**config.mk**
```make
export PLATFORM = sky130hd
export DESIGN_NAME = red_dctcp_queue_marker_top
export DESIGN_NICKNAME = d
export VERILOG_FILES = /design/src/design/rdqm_pkg.sv /design/src/design/rdqm_state_mem.sv /design/src/design/rdqm_divider.sv /design/src/design/red_dctcp_queue_marker_top.sv
export VERILOG_INCLUDE_DIRS = /design/src /design/src/design
export SDC_FILE = /design/constraint.sdc
export NUM_CORES = 2
export LEC_CHECK = 0
export ABC_AREA = 1
export BUFFER_PORTS_ARGS = -buffer_cell sky130_fd_sc_hd__clkbuf_2
export CAP_MARGIN = 20
export CORE_MARGIN = 5
export CORE_UTILIZATION = 65
export DETAILED_ROUTE_END_ITERATION = 16
export GPL_TIMING_DRIVEN = 0
export HOLD_SLACK_MARGIN = 0.06
export PLACE_DENSITY = 0.82
export SETUP_SLACK_MARGIN = 0.02
export SLEW_MARGIN = 20
export SYNTH_ARGS = -nofsm -noshare
export SYNTH_HDL_FRONTEND = slang
export SYNTH_SLANG_ARGS = --single-unit
```
**constraint.sdc**
```tcl
create_clock -name clk -period 15.7 [get_ports clk]
set_input_delay 2.355 -clock clk [delete_from_list [all_inputs] [get_ports clk]]
set_output_delay 2.355 -clock clk [all_outputs]
set_load 0.005 [all_outputs]
```
**src/design/red_dctcp_queue_marker_top_assert.svh**
```systemverilog
// Assertion macros for the queue marker block.
// Used by the top level; depends on nothing else.
`ifndef RED_DCTCP_QUEUE_MARKER_TOP_ASSERT_SVH
`define RED_DCTCP_QUEUE_MARKER_TOP_ASSERT_SVH
`ifndef NO_ASSERTIONS
`define RDQM_ASSERT(label, clk, rst, prop) \
  label: assert property (@(posedge clk) disable iff (rst) prop) \
    else $error("queue marker assertion failed");
`define RDQM_ASSERT_ALWAYS(label, clk, prop) \
  label: assert property (@(posedge clk) prop) \
    else $error("queue marker assertion failed");
`else
`define RDQM_ASSERT(label, clk, rst, prop)
`define RDQM_ASSERT_ALWAYS(label, clk, prop)
`endif
`endif

```
**src/design/rdqm_pkg.sv**
```systemverilog
// Shared types, codes and widths of the queue marker block.
// Used by every module of the block; depends on nothing.
`default_nettype none
package rdqm_pkg;

  localparam int NUM_QUEUES_DEF = 8;
  localparam int MAX_DEPTH      = 4096;

  localparam int CNT_W      = 13;
  localparam int AVG_W      = 32;
  localparam int LEN_W      = 13;
  localparam int QLEN_W     = 16;
  localparam int PROB_W     = 32;
  localparam int AVG_FRAC   = 16;
  localparam int AVG_DECAY  = 10;
  localparam int CNT_SCALE  = AVG_FRAC - AVG_DECAY;
  localparam int DIVIDEND_W = QLEN_W + PROB_W;
  localparam int DIVISOR_W  = LEN_W;

  localparam int CFG_IDX_W   = 3;
  localparam int CFG_DATA_W  = 32;
  localparam int IN_TDATA_W  = 72;
  localparam int IN_TUSER_W  = 2;
  localparam int OUT_TDATA_W = 32;

  localparam logic [1:0] OP_ARRIVE = 2'd0;
  localparam logic [1:0] OP_DEPART = 2'd1;
  localparam logic [1:0] OP_TICK   = 2'd2;

  localparam logic [1:0] VD_ACCEPT    = 2'd0;
  localparam logic [1:0] VD_RAND_DROP = 2'd1;
  localparam logic [1:0] VD_TAIL_DROP = 2'd2;
  localparam logic [1:0] VD_DISC_DROP = 2'd3;

  localparam logic [1:0] MODE_TAILDROP = 2'd0;
  localparam logic [1:0] MODE_RED      = 2'd1;
  localparam logic [1:0] MODE_DCTCP    = 2'd2;

  localparam logic [1:0] ECN_NOT_ECT = 2'd0;
  localparam logic [1:0] ECN_CE      = 2'd3;

  localparam int FLAG_GENTLE = 0;
  localparam int FLAG_ECN    = 1;

  localparam logic [CFG_IDX_W-1:0] CFG_DISC_MODE      = 3'd0;
  localparam logic [CFG_IDX_W-1:0] CFG_RED_MIN_LEN    = 3'd1;
  localparam logic [CFG_IDX_W-1:0] CFG_RED_MAX_LEN    = 3'd2;
  localparam logic [CFG_IDX_W-1:0] CFG_RED_MAX_PROB   = 3'd3;
  localparam logic [CFG_IDX_W-1:0] CFG_RED_FLAGS      = 3'd4;
  localparam logic [CFG_IDX_W-1:0] CFG_MARK_THRESHOLD = 3'd5;
  localparam logic [CFG_IDX_W-1:0] CFG_RAND_DROP_PROB = 3'd6;
  localparam logic [CFG_IDX_W-1:0] CFG_QUEUE_CAPACITY = 3'd7;

  typedef enum logic [2:0] {
    ST_IDLE,
    ST_READ,
    ST_EVAL,
    ST_DIVSTART,
    ST_DIVWAIT,
    ST_FINISH
  } state_t;

  typedef struct packed {
    logic [CNT_W-1:0] count;
    logic [AVG_W-1:0] average;
  } entry_t;

  typedef struct packed {
    logic                  start;
    logic [DIVIDEND_W-1:0] dividend;
    logic [DIVISOR_W-1:0]  divisor;
  } div_req_t;

  typedef struct packed {
    logic                  busy;
    logic                  done;
    logic [DIVIDEND_W-1:0] quotient;
  } div_rsp_t;

endpackage
`default_nettype wire

```
**src/design/rdqm_state_mem.sv**
```systemverilog
// Per-queue state memory: count and moving average, one read port, one write port.
// Entries never written read as zero through reset-cleared valid bits; uses rdqm_pkg.
`default_nettype none
module rdqm_state_mem
  import rdqm_pkg::*;
#(
  parameter int NUM_QUEUES = NUM_QUEUES_DEF,
  parameter int ADDR_W     = (NUM_QUEUES > 1) ? $clog2(NUM_QUEUES) : 1
) (
  input  wire logic              clk,
  input  wire logic              rst,
  input  wire logic              rd_en,
  input  wire logic [ADDR_W-1:0] rd_addr,
  output entry_t                 rd_data,
  input  wire logic              wr_en,
  input  wire logic [ADDR_W-1:0] wr_addr,
  input  wire entry_t            wr_data
);

  entry_t                mem [NUM_QUEUES];
  logic [NUM_QUEUES-1:0] written;
  entry_t                rd_raw;
  logic                  rd_written;

  always_ff @(posedge clk) begin
    if (wr_en) begin
      mem[wr_addr] <= wr_data;
    end
    if (rd_en) begin
      rd_raw     <= mem[rd_addr];
      rd_written <= written[rd_addr];
    end
  end

  always_ff @(posedge clk) begin
    if (rst) begin
      written <= '0;
    end else if (wr_en) begin
      written[wr_addr] <= 1'b1;
    end
  end

  assign rd_data = rd_written ? rd_raw : '0;

endmodule
`default_nettype wire

```
**src/design/rdqm_divider.sv**
```systemverilog
// Bit-serial restoring divider for the RED probability, one quotient bit per cycle.
// The divisor is never zero when started; uses rdqm_pkg.
`default_nettype none
module rdqm_divider
  import rdqm_pkg::*;
(
  input  wire logic     clk,
  input  wire logic     rst,
  input  wire div_req_t req,
  output div_rsp_t      rsp
);

  localparam int STEP_W = $clog2(DIVIDEND_W);

  logic                  busy;
  logic                  done;
  logic [STEP_W-1:0]     step;
  logic [DIVISOR_W-1:0]  rem;
  logic [DIVISOR_W-1:0]  den;
  logic [DIVIDEND_W-1:0] quo;
  logic [DIVISOR_W:0]    rem_shift;
  logic [DIVISOR_W:0]    rem_diff;
  logic                  fits;

  assign rem_shift = {rem, quo[DIVIDEND_W-1]};
  assign rem_diff  = rem_shift - {1'b0, den};
  assign fits      = rem_shift >= {1'b0, den};

  always_ff @(posedge clk) begin
    if (rst) begin
      busy <= 1'b0;
      done <= 1'b0;
    end else begin
      done <= 1'b0;
      if (req.start) begin
        busy <= 1'b1;
      end else if (busy && step == STEP_W'(DIVIDEND_W - 1)) begin
        busy <= 1'b0;
        done <= 1'b1;
      end
    end
  end

  always_ff @(posedge clk) begin
    if (req.start) begin
      step <= '0;
      rem  <= '0;
      den  <= req.divisor;
      quo  <= req.dividend;
    end else if (busy) begin
      step <= step + STEP_W'(1);
      rem  <= fits ? rem_diff[DIVISOR_W-1:0] : rem_shift[DIVISOR_W-1:0];
      quo  <= {quo[DIVIDEND_W-2:0], fits};
    end
  end

  assign rsp.busy     = busy;
  assign rsp.done     = done;
  assign rsp.quotient = quo;

endmodule
`default_nettype wire

```
**src/design/red_dctcp_queue_marker_top.sv**
```systemverilog
// Each item passes IDLE (input transfer), READ, EVAL and FINISH, which loads the output
// register; a RED probability that needs the divide adds DIVSTART and DIVWAIT (48
// quotient bits, one per cycle, in the serial divider). One item at a time: the next
// is taken once FINISH loads the result, even while it waits in the output register.
// Reset (synchronous, rst high): registers take their reset values, all queues read
// as empty with zero average at once, and no clearing pass is needed.
`default_nettype none
module red_dctcp_queue_marker_top
  import rdqm_pkg::*;
#(
  parameter int NUM_QUEUES = NUM_QUEUES_DEF
) (
  input  wire logic                   clk,
  input  wire logic                   rst,
  input  wire logic                   cfg_we,
  input  wire logic [CFG_IDX_W-1:0]   cfg_index,
  input  wire logic [CFG_DATA_W-1:0]  cfg_data,
  input  wire logic                   s_tvalid,
  output logic                        s_tready,
  // queue_sel[2:0], ecn_in[4:3], rand_drop_word[36:5], rand_red_word[68:37], zero fill
  input  wire logic [IN_TDATA_W-1:0]  s_tdata,
  // op[1:0]
  input  wire logic [IN_TUSER_W-1:0]  s_tuser,
  output logic                        m_tvalid,
  input  wire logic                   m_tready,
  // verdict[1:0], ecn_out[3:2], occupancy[16:4], avg_len[29:17], zero fill
  output logic [OUT_TDATA_W-1:0]      m_tdata
);

  `include "red_dctcp_queue_marker_top_assert.svh"

  localparam int         ADDR_W    = (NUM_QUEUES > 1) ? $clog2(NUM_QUEUES) : 1;
  localparam logic [8:0] SEL_LIMIT = 9'(NUM_QUEUES);
  localparam logic [16:0] DEPTH_LIMIT = 17'(MAX_DEPTH);

  logic [1:0]        disc_mode;
  logic [LEN_W-1:0]  red_min_len;
  logic [LEN_W-1:0]  red_max_len;
  logic [PROB_W-1:0] red_max_prob;
  logic [1:0]        red_flags;
  logic [LEN_W-1:0]  mark_threshold;
  logic [PROB_W-1:0] rand_drop_prob;
  logic [LEN_W-1:0]  queue_capacity;

  state_t state;
  state_t state_next;

  logic [1:0]        op_r;
  logic [2:0]        sel_r;
  logic [1:0]        ecn_r;
  logic [31:0]       rdrop_r;
  logic [31:0]       rred_r;
  logic [CNT_W-1:0]  cnt_r;
  logic [AVG_W-1:0]  avg_r;
  logic [DIVIDEND_W-1:0] prod_r;
  logic [DIVISOR_W-1:0]  den_r;
  logic              gentle_r;
  logic              need_red_r;
  logic [PROB_W-1:0] prob_r;

  entry_t   rd_data;
  entry_t   wr_data;
  logic     rd_en;
  logic     wr_en;
  div_req_t div_req;
  div_rsp_t div_rsp;
  logic     out_free;
  logic     out_load;

  logic              q_valid;
  logic              rand_hit;
  logic [LEN_W-1:0]  cap;
  logic [QLEN_W-1:0] qlen;
  logic              capable;
  logic              use_ecn;
  logic              full;
  logic              red_need;
  logic              below_max;
  logic [LEN_W-1:0]  span;
  logic              need_div;
  logic              div_gentle;
  logic [QLEN_W-1:0] mul_a;
  logic [PROB_W-1:0] mul_b;
  logic [DIVISOR_W-1:0] div_den;
  logic [PROB_W-1:0] prob_imm;
  logic [PROB_W-1:0] prob_div;
  logic [PROB_W-1:0] inv_max_prob;

  logic [1:0]       verdict_f;
  logic [1:0]       ecn_f;
  logic [CNT_W-1:0] cnt_f;
  logic [AVG_W-1:0] avg_f;
  logic             red_hit;

  always_ff @(posedge clk) begin
    if (rst) begin
      disc_mode      <= MODE_TAILDROP;
      red_min_len    <= LEN_W'(50);
      red_max_len    <= LEN_W'(150);
      red_max_prob   <= PROB_W'(429496729);
      red_flags      <= 2'd0;
      mark_threshold <= LEN_W'(64);
      rand_drop_prob <= '0;
      queue_capacity <= LEN_W'(4096);
    end else if (cfg_we) begin
      unique case (cfg_index)
        CFG_DISC_MODE:      disc_mode      <= cfg_data[1:0];
        CFG_RED_MIN_LEN:    red_min_len    <= cfg_data[LEN_W-1:0];
        CFG_RED_MAX_LEN:    red_max_len    <= cfg_data[LEN_W-1:0];
        CFG_RED_MAX_PROB:   red_max_prob   <= cfg_data[PROB_W-1:0];
        CFG_RED_FLAGS:      red_flags      <= cfg_data[1:0];
        CFG_MARK_THRESHOLD: mark_threshold <= cfg_data[LEN_W-1:0];
        CFG_RAND_DROP_PROB: rand_drop_prob <= cfg_data[PROB_W-1:0];
        CFG_QUEUE_CAPACITY: queue_capacity <= cfg_data[LEN_W-1:0];
        default: ;
      endcase
    end
  end

  rdqm_state_mem #(
    .NUM_QUEUES (NUM_QUEUES),
    .ADDR_W     (ADDR_W)
  ) u_mem (
    .clk     (clk),
    .rst     (rst),
    .rd_en   (rd_en),
    .rd_addr (ADDR_W'(s_tdata[2:0])),
    .rd_data (rd_data),
    .wr_en   (wr_en),
    .wr_addr (ADDR_W'(sel_r)),
    .wr_data (wr_data)
  );

  rdqm_divider u_div (
    .clk (clk),
    .rst (rst),
    .req (div_req),
    .rsp (div_rsp)
  );

  // Decision terms shared by the evaluate and finish steps.
  assign q_valid  = {6'd0, sel_r} < SEL_LIMIT;
  assign rand_hit = (rand_drop_prob != '0) && (rdrop_r <= rand_drop_prob);
  assign cap      = ({4'd0, queue_capacity} < DEPTH_LIMIT) ? queue_capacity
                                                           : LEN_W'(MAX_DEPTH);
  assign qlen     = avg_r[AVG_W-1:AVG_FRAC];
  assign capable  = (ecn_r != ECN_NOT_ECT) && (ecn_r != ECN_CE);
  assign use_ecn  = red_flags[FLAG_ECN];
  assign full     = cnt_r >= cap;
  assign red_need = (op_r == OP_ARRIVE) && !rand_hit && q_valid && !full &&
                    (disc_mode == MODE_RED) && (!use_ecn || capable) &&
                    (qlen >= {3'd0, red_min_len});
  assign below_max    = qlen <= {3'd0, red_max_len};
  assign span         = red_max_len - red_min_len;
  assign inv_max_prob = ~red_max_prob;

  always_comb begin
    need_div   = 1'b0;
    div_gentle = 1'b0;
    mul_a      = {3'd0, qlen[LEN_W-1:0] - red_min_len};
    mul_b      = red_max_prob;
    div_den    = span;
    prob_imm   = red_max_prob;
    if (below_max) begin
      if (span == '0) begin
        prob_imm = '0;
      end else begin
        need_div = red_need;
      end
    end else if (red_flags[FLAG_GENTLE]) begin
      mul_a   = qlen - {3'd0, red_max_len};
      mul_b   = inv_max_prob;
      div_den = cap - red_max_len;
      if (cap <= red_max_len) begin
        prob_imm = '1;
      end else begin
        need_div   = red_need;
        div_gentle = 1'b1;
      end
    end
  end

  always_comb begin
    if (gentle_r) begin
      if (div_rsp.quotient > {16'd0, inv_max_prob}) begin
        prob_div = '1;
      end else begin
        prob_div = red_max_prob + div_rsp.quotient[PROB_W-1:0];
      end
    end else begin
      prob_div = div_rsp.quotient[PROB_W-1:0];
    end
  end

  assign red_hit = rred_r <= prob_r;

  always_comb begin
    verdict_f = VD_ACCEPT;
    ecn_f     = 2'd0;
    cnt_f     = cnt_r;
    avg_f     = avg_r;
    case (op_r)
      OP_ARRIVE: begin
        ecn_f = ecn_r;
        if (rand_hit) begin
          verdict_f = VD_RAND_DROP;
        end else if (!q_valid || full) begin
          verdict_f = VD_TAIL_DROP;
        end else begin
          if (need_red_r && red_hit) begin
            if (use_ecn) begin
              ecn_f = ECN_CE;
            end else begin
              verdict_f = VD_DISC_DROP;
            end
          end
          if ((disc_mode == MODE_DCTCP) && capable && (qlen >= {3'd0, mark_threshold})) begin
            ecn_f = ECN_CE;
          end
          if (verdict_f == VD_ACCEPT) begin
            cnt_f = cnt_r + CNT_W'(1);
          end
        end
      end
      OP_DEPART: begin
        if (cnt_r != '0) begin
          cnt_f = cnt_r - CNT_W'(1);
        end
      end
      OP_TICK: begin
        avg_f = avg_r + {13'd0, cnt_r, {CNT_SCALE{1'b0}}}
                      - {{AVG_DECAY{1'b0}}, avg_r[AVG_W-1:AVG_DECAY]};
      end
      default: ;
    endcase
  end

  assign wr_data.count   = cnt_f;
  assign wr_data.average = avg_f;
  assign out_free        = !m_tvalid || m_tready;

  always_comb begin
    state_next = state;
    unique case (state)
      ST_IDLE:     if (s_tvalid) state_next = ST_READ;
      ST_READ:     state_next = ST_EVAL;
      ST_EVAL:     state_next = need_div ? ST_DIVSTART : ST_FINISH;
      ST_DIVSTART: state_next = ST_DIVWAIT;
      ST_DIVWAIT:  if (div_rsp.done) state_next = ST_FINISH;
      ST_FINISH:   if (out_free) state_next = ST_IDLE;
      default:     state_next = ST_IDLE;
    endcase
  end

  always_comb begin
    s_tready         = 1'b0;
    rd_en            = 1'b0;
    div_req.start    = 1'b0;
    div_req.dividend = prod_r;
    div_req.divisor  = den_r;
    out_load         = 1'b0;
    wr_en            = 1'b0;
    unique case (state)
      ST_IDLE: begin
        s_tready = 1'b1;
        rd_en    = s_tvalid;
      end
      ST_DIVSTART: div_req.start = 1'b1;
      ST_FINISH: begin
        out_load = out_free;
        wr_en    = out_free && q_valid;
      end
      default: ;
    endcase
  end

  always_ff @(posedge clk) begin
    if (rst) begin
      state <= ST_IDLE;
    end else begin
      state <= state_next;
    end
  end

  always_ff @(posedge clk) begin
    if (s_tvalid && s_tready) begin
      op_r    <= s_tuser[1:0];
      sel_r   <= s_tdata[2:0];
      ecn_r   <= s_tdata[4:3];
      rdrop_r <= s_tdata[36:5];
      rred_r  <= s_tdata[68:37];
    end
    if (state == ST_READ) begin
      cnt_r <= rd_data.count;
      avg_r <= rd_data.average;
    end
    if (state == ST_EVAL) begin
      prod_r     <= mul_a * mul_b;
      den_r      <= div_den;
      gentle_r   <= div_gentle;
      need_red_r <= red_need;
      prob_r     <= prob_imm;
    end
    if (state == ST_DIVWAIT && div_rsp.done) begin
      prob_r <= prob_div;
    end
  end

  always_ff @(posedge clk) begin
    if (rst) begin
      m_tvalid <= 1'b0;
    end else if (out_load) begin
      m_tvalid <= 1'b1;
    end else if (m_tready) begin
      m_tvalid <= 1'b0;
    end
  end

  always_ff @(posedge clk) begin
    if (out_load) begin
      m_tdata <= {2'd0,
                  q_valid ? avg_f[AVG_FRAC+LEN_W-1:AVG_FRAC] : {LEN_W{1'b0}},
                  q_valid ? cnt_f : {CNT_W{1'b0}},
                  ecn_f,
                  verdict_f};
    end
  end

  `RDQM_ASSERT(a_busy_after_accept, clk, rst, s_tvalid && s_tready |=> !s_tready)
  `RDQM_ASSERT(a_div_start_idle, clk, rst, div_req.start |-> !div_rsp.busy)
  `RDQM_ASSERT(a_div_done_waited, clk, rst, div_rsp.done |-> state == ST_DIVWAIT)
  `RDQM_ASSERT(a_result_shown, clk, rst, out_load |=> m_tvalid)

endmodule
`default_nettype wire
```
# [Yosys cells after proc, flatten, opt, wreduce, memory -nomap -nowiden]
# Memories as Yosys holds them, arrays and structs flattened. A register that Yosys moved wholly into a read port is not among the register bits.
# Cells that the tools add are included.
# W data, S select, Z words.
[totals] ff_bits=456 ram_bits=360 wordCells=189 memories=1
[classes] n_addsub=11 multipliers=1 order_cmp=13 n_eq_ne=21 mux=61 n_bitwise=4 n_reduce_logical=44
[memory_table] name="u_mem.mem" words=8 word_bits=45 read_ports=1 rd_ports_with_merged_regs=1 write_ports=1 line_no="rdqm_state_mem.sv:20" rtl="entry_t mem [NUM_QUEUES];"
[op_table] cell="$mux W32" count=11
[op_table] cell="$mux W13" count=8
[op_table] cell="$mux W48" count=2
[op_table] cell="$le A32 B32 Y1" count=2
[op_table] cell="$sub A13 B13 Y13" count=4
[op_table] cell="$gt A48 B32 Y1" count=1
[op_table] cell="$mul A16 B32 Y48" count=1
[op_table] cell="$add A32 B19 Y32" count=1
[op_table] cell="$add A32 B32 Y32" count=1
[op_table] cell="$ge A16 B13 Y1" count=2
[op_table] cell="$mux W16" count=2
[op_table] cell="$not A32 Y32" count=1
[op_table] cell="$reduce_bool A32 Y1" count=1
[op_table] cell="$sub A32 B22 Y32" count=1
[op_table] cell="$pmux W13 S2" count=1
[op_table] cell="$mux W2" count=11
[op_table] cell="$mux W1" count=19
[op_table] cell="$eq A3 B3 Y1 const B" count=6
[op_table] cell="$pmux W3 S6" count=1
[op_table] cell="$le A16 B13 Y1" count=1
[op_table] cell="$reduce_and A2 Y1" count=8
[op_table] cell="$sub A16 B13 Y16" count=1
[op_table] cell="$ge A14 B13 Y1" count=1
[op_table] cell="$logic_and A1 B1 Y1" count=14
[op_table] cell="other kinds (29)" count=54

# [Logic depth before layout (Yosys ltp)]
[depth] word_depth=13 mapped_depth=42

# [Cells and area by module]
# From an unflattened synthesis, not the netlist that was laid out.
[hier_totals] cells_unflattened=7064 hier_area_um2=61506.5
[modules_own_cells] module="red_dctcp_queue_marker_top" instances=1 cells_per_inst=4768 area_per_inst_um2=39281.4 seq_area_each_um2=9719.3
[modules_own_cells] module="rdqm_state_mem" instances=1 cells_per_inst=1768 area_per_inst_um2=17880.9 seq_area_each_um2=12351.8
[modules_own_cells] module="rdqm_divider" instances=1 cells_per_inst=528 area_per_inst_um2=4344.2 seq_area_each_um2=2252.2

# [Least setup slack after synthesis]
# OpenSTA, ideal clock, no wires.
[synth_timing] path_kind="register -> register" from="register avg_r[16]" to="register prod_r[41] (data pin)" setup_ns=0.260 t_arrival_ns=7.687 path_slack_ns=7.753 path_stages_with_launch=35 path_buffers=1 cell_sequence="edfxtp_1 -> inv_1 -> ha_1 -> fa_1 -> o21ai_2 -> a21oi_2 -> o21ai_4 -> nand2_1 -> a21oi_2 -> inv_2 -> nor2_8 -> mux2_2 -> inv_1 -> clkbuf_1 -> nand2_1 -> fa_1 -> fa_1 -> fa_1 -> inv_1 -> fa_1 -> fa_1 -> inv_1 -> fa_1 -> inv_1 -> ha_1 -> a21oi_1 -> inv_1 -> a21oi_1 -> a21boi_0 -> o21bai_1 -> nand3_1 -> nand3_1 -> nand2_1 -> nand2_1 -> xor2_1"
[synth_via] elab_chain_cells=4
[synth_lines] element="start, declared" line_no="red_dctcp_queue_marker_top.sv:54" rtl="logic [AVG_W-1:0] avg_r;"
[synth_lines] element="start signal, assigned" line_no="red_dctcp_queue_marker_top.sv:295" rtl="avg_r <= rd_data.average;"
[synth_lines] element="$sub A16 B13 Y16 or $sub A13 B13 Y13 (tied branches)" line_no="red_dctcp_queue_marker_top.sv:171, red_dctcp_queue_marker_top.sv:160"
[synth_lines] element="$mux W16" line_no="red_dctcp_queue_marker_top.sv:170" rtl="end else if (red_flags[FLAG_GENTLE]) begin"
[synth_lines] element="$mux W16" line_no="red_dctcp_queue_marker_top.sv:164" rtl="if (below_max) begin"
[synth_lines] element="$mul A16 B32 Y48 *" line_no="red_dctcp_queue_marker_top.sv:298" rtl="prod_r <= mul_a * mul_b;"
[synth_lines] element="end signal, assigned" line_no="red_dctcp_queue_marker_top.sv:298"
[synth_lines] element="end, declared" line_no="red_dctcp_queue_marker_top.sv:55" rtl="logic [DIVIDEND_W-1:0] prod_r;"
# Every way passes the cells marked *; elsewhere a longest branch is shown, timed or not.
# A chain may end at the register's enable or synchronous reset.

# [Worst setup path in the final report]
[layout_timing] from="register avg_r[17]" to="register prod_r[30] (data pin)"
# Same word-level chain as after synthesis.

==> impl_results.rst <==
.. list-table::
   :header-rows: 1

   * - Metric
     - Value
   * - Post-CTS Resized
     - 0
   * - Remaining number of nets flagged by the antenna check after routing
     - 0
   * - Post-DP HPWL
     - 144000 microns
   * - Met1 WL
     - 64100 microns
   * - Largest family of logic cells by synthesized area
     - adder cells
   * - Worst slew pin tran
     - 1170 ps
   * - Clock period minus final worst setup slack
     - 10440 ps
   * - Number of global-route vias before repair
     - 48192
   * - Max capacitance violation total
     - 0
   * - Simple-gate area share of the yosys netlist
     - 15.3%
   * - Pin count of the biggest net entering global routing
     - 46
   * - Most used flip-flop cell after synthesis
     - sky130_fd_sc_hd__edfxtp_1
   * - Most common cell after layout, fill and taps aside
     - sky130_fd_sc_hd__nand2_1
   * - Most frequent cells in the layout
     - sky130_fd_sc_hd__nand2_1 (1071), sky130_fd_sc_hd__inv_1 (1037), sky130_fd_sc_hd__nor2_1 (803)
   * - Height of the die
     - 312 microns
   * - Core Util, Final
     - 72.1%
   * - Mux cell area share after synthesis
     - 0.0527%
   * - Required time at the worst-slack endpoint
     - 16100 ps
   * - Level count of the clock H-tree
     - 3
   * - Area share of fa/ha/maj cells after synthesis
     - 22.2%
   * - Number of buffer and inverter instances along the worst setup path
     - 7
   * - Reg2Reg Depth
     - 32
   * - Relative slew slack
     - 22.0%
   * - TritonCTS clock tree
     - yes
   * - Number of flops mapped to enable cells by yosys
     - 708
   * - Average footprint of a synthesized cell
     - 9.20 sq um
   * - Worst hold-check path type
     - reg -> reg
   * - Cell area after technology mapping
     - 59400 sq um
   * - Number of buffers on the longest clock path
     - 3
   * - Total negative slack for setup checks
     - 0 ps
   * - Count of synthesis-stage warnings from yosys
     - 0
   * - Layout cell share with drive strength beyond 1
     - 6.58%
   * - ANT cells
     - 0
   * - Number of detailed-routing iterations run before antenna repair
     - 9
   * - Hold buffers post-CTS
     - 0
   * - Met2 Wirelength
     - 86500 microns
   * - Maximum operating frequency
     - 95.8 MHz
   * - Compound-Gate Fraction of Synth Area
     - 10.3%
   * - Setup Skew
     - 50.3 ps
   * - Overflow after GRT
     - 0
   * - Post-synthesis xor/xnor area fraction
     - 2.86%
   * - Aggregate routed wire length
     - 183000 microns
   * - Number of placement rows
     - 110
   * - Unrepaired setup endpoints after global routing
     - no
   * - Clock tree root buffer cell
     - sky130_fd_sc_hd__clkbuf_16
   * - Clock transition at the registers of the reported paths
     - 60 ps
   * - Critical Path End Type
     - flop
   * - Final Hold Violating Endpoints
     - 0
   * - Number of gates on the worst path with buffers counted
     - 32
   * - WL per Instance
     - 23.0 microns
   * - Crit path arrival time
     - 10840 ps
   * - Total global routing track utilization
     - 37.0%
   * - Setup violation total in the final timing report
     - 0
   * - Die width
     - 312 microns
   * - Worst Hold Path Cells
     - 0
   * - Tcrit/Tclk final
     - 66.5%
   * - Status
     - complete, no violations
   * - Count of mapped cells out of synthesis
     - 6453
   * - Slowest cell on crit path
     - sky130_fd_sc_hd__edfxtp_1
   * - Unique cell type count in the Yosys netlist
     - 60
   * - Placer congestion estimate
     - 1.06
   * - Type of the setup path with the least slack
     - reg -> reg
   * - FFs w/ async S/R, synth
     - 0%
   * - DRC
     - 0
   * - Startpoint Class
     - flop
   * - Top layer reached by signal wires
     - met5
   * - Die footprint
     - 97500 sq um
   * - Starting Density
     - 65.8%
   * - Number of setup buffers added after CTS
     - 0
   * - Number of buffers created by CTS
     - 87
   * - Count of filler cells inserted in the layout
     - 6607
   * - Floorplan Core Area
     - 90300 sq um
   * - Area Growth Syn to Fin
     - 9.58%
   * - Max Slew Vio Count
     - 0
   * - Count of boundary I/O pins
     - 148
   * - Iter 0 DRT Violations
     - 5782
   * - Clock insertion delay at the later pin of the skew report
     - 700 ps
   * - Crit-path max cell delay
     - 740 ps
   * - Num Clock Sinks
     - 861
   * - Top fanout value on the critical path
     - 10
   * - Routed via count
     - 48138
   * - Top delay family on crit path
     - adder cells
   * - Number of antenna violations at the first check in global routing
     - 1
   * - Layout Nets
     - 7614
   * - Part of the Yosys area used for sequential elements
     - 41.0%
   * - Count of input and output buffers
     - 142
   * - Met3 wire len
     - 16500 microns
   * - Wire length of the first global-routing pass
     - 277000 microns
   * - Mean number of vias per cell
     - 6.05
   * - Most frequent cell on the critical path
     - sky130_fd_sc_hd__fa_1
   * - Number of flip-flops and latches in the synthesized netlist
     - 861
cell families after synthesis:
group / count (synthesis)
other: 1
xor gates and xnor gates: 156
muxes: 3
DFF: 861
adders and majority gates: 790
AOI/OAI and AO/OA: 1102
buffers and inverters: 1280
and+or+nand+nor: 2260
cell usage after synthesis (29+ instances only):
master,count,share of area [%]
sky130_fd_sc_hd__a21oi_1,343,2.9
sky130_fd_sc_hd__a31oi_1,83,0.87
sky130_fd_sc_hd__buf_2,29,0.24
sky130_fd_sc_hd__clkbuf_1,157,0.99
sky130_fd_sc_hd__dfxtp_1,153,5.2
sky130_fd_sc_hd__edfxtp_1,708,36
sky130_fd_sc_hd__fa_1,438,15
sky130_fd_sc_hd__ha_1,352,7.4
sky130_fd_sc_hd__inv_1,1039,6.6
sky130_fd_sc_hd__nand2_1,1072,6.8
sky130_fd_sc_hd__nand3_1,231,1.9
sky130_fd_sc_hd__nand4_1,43,0.45
sky130_fd_sc_hd__nor2_1,813,5.1
sky130_fd_sc_hd__nor3_1,49,0.41
sky130_fd_sc_hd__o211ai_1,64,0.81
sky130_fd_sc_hd__o21ai_0,473,4.0
sky130_fd_sc_hd__o22ai_1,47,0.50
sky130_fd_sc_hd__xnor2_1,43,0.63
sky130_fd_sc_hd__xor2_1,90,1.3
sequential cells by signal, indices dropped and copies added, names as in the netlist, 30 cells and up:
signal and count:
prob_r 32, u_div.quo 48, rred_r 32, m_tdata 30, prod_r 48, red_max_prob 32, rdrop_r 32, u_mem.mem 360
rand_drop_prob 32, avg_r 32, u_mem.rd_raw 45
area by class of cell:
class | instances | area [sq um] | share of cell area, %
clock inverters | 48 | 556 | 0.854
flip-flops and latches | 861 | 24300 | 37.4
clock buffers | 112 | 2370 | 3.65
inverters | 1073 | 4030 | 6.19
repair buffers | 167 | 1180 | 1.81
well taps | 1176 | 1470 | 2.26
multi-input cells | 4313 | 30200 | 46.5
plain buffers | 207 | 902 | 1.39
metal layers:
layer,vias to the layer above,GRT usage [%]
met1,22953,44.6
met5,-,0
met3,723,5.99
met2,2800,61.3
li1,21660,-
met4,2,25.9
path summary, 6_finish.rpt:
| check | from | end | slack [ps] |
|---|---|---|---|
| max reg2reg | avg_r[17]$_SDFFCE_PN0P_ | prod_r[30]$_DFFE_PP_ | 5260 |
| max | avg_r[17]$_SDFFCE_PN0P_ | prod_r[30]$_DFFE_PP_ | 5260 |
| min | den_r[4]$_DFFE_PP_ | u_div.den[4]$_DFFE_PP_ | 420 |
| min reg2reg | den_r[4]$_DFFE_PP_ | u_div.den[4]$_DFFE_PP_ | 420 |
through the flow:
| step | hold WS, ps | cell area (sq um) | std cells | setup WS [ps] |
|---|---|---|---|---|
| after floorplan | 400 | 59400 | 6454 | 7750 |
| after global placement | 405 | 61600 | 7772 | 5350 |
| after detailed placement | 407 | 62100 | 7797 | 5490 |
| after CTS | 422 | 65100 | 7957 | 5410 |
| after global routing | 433 | 65100 | 7957 | 4860 |
| final | 421 | 65100 | 7957 | 5260 |
Power is left out: the tool's default activity adds up to more than one toggle a clock period on the data nets, which glitch-free logic cannot reach.
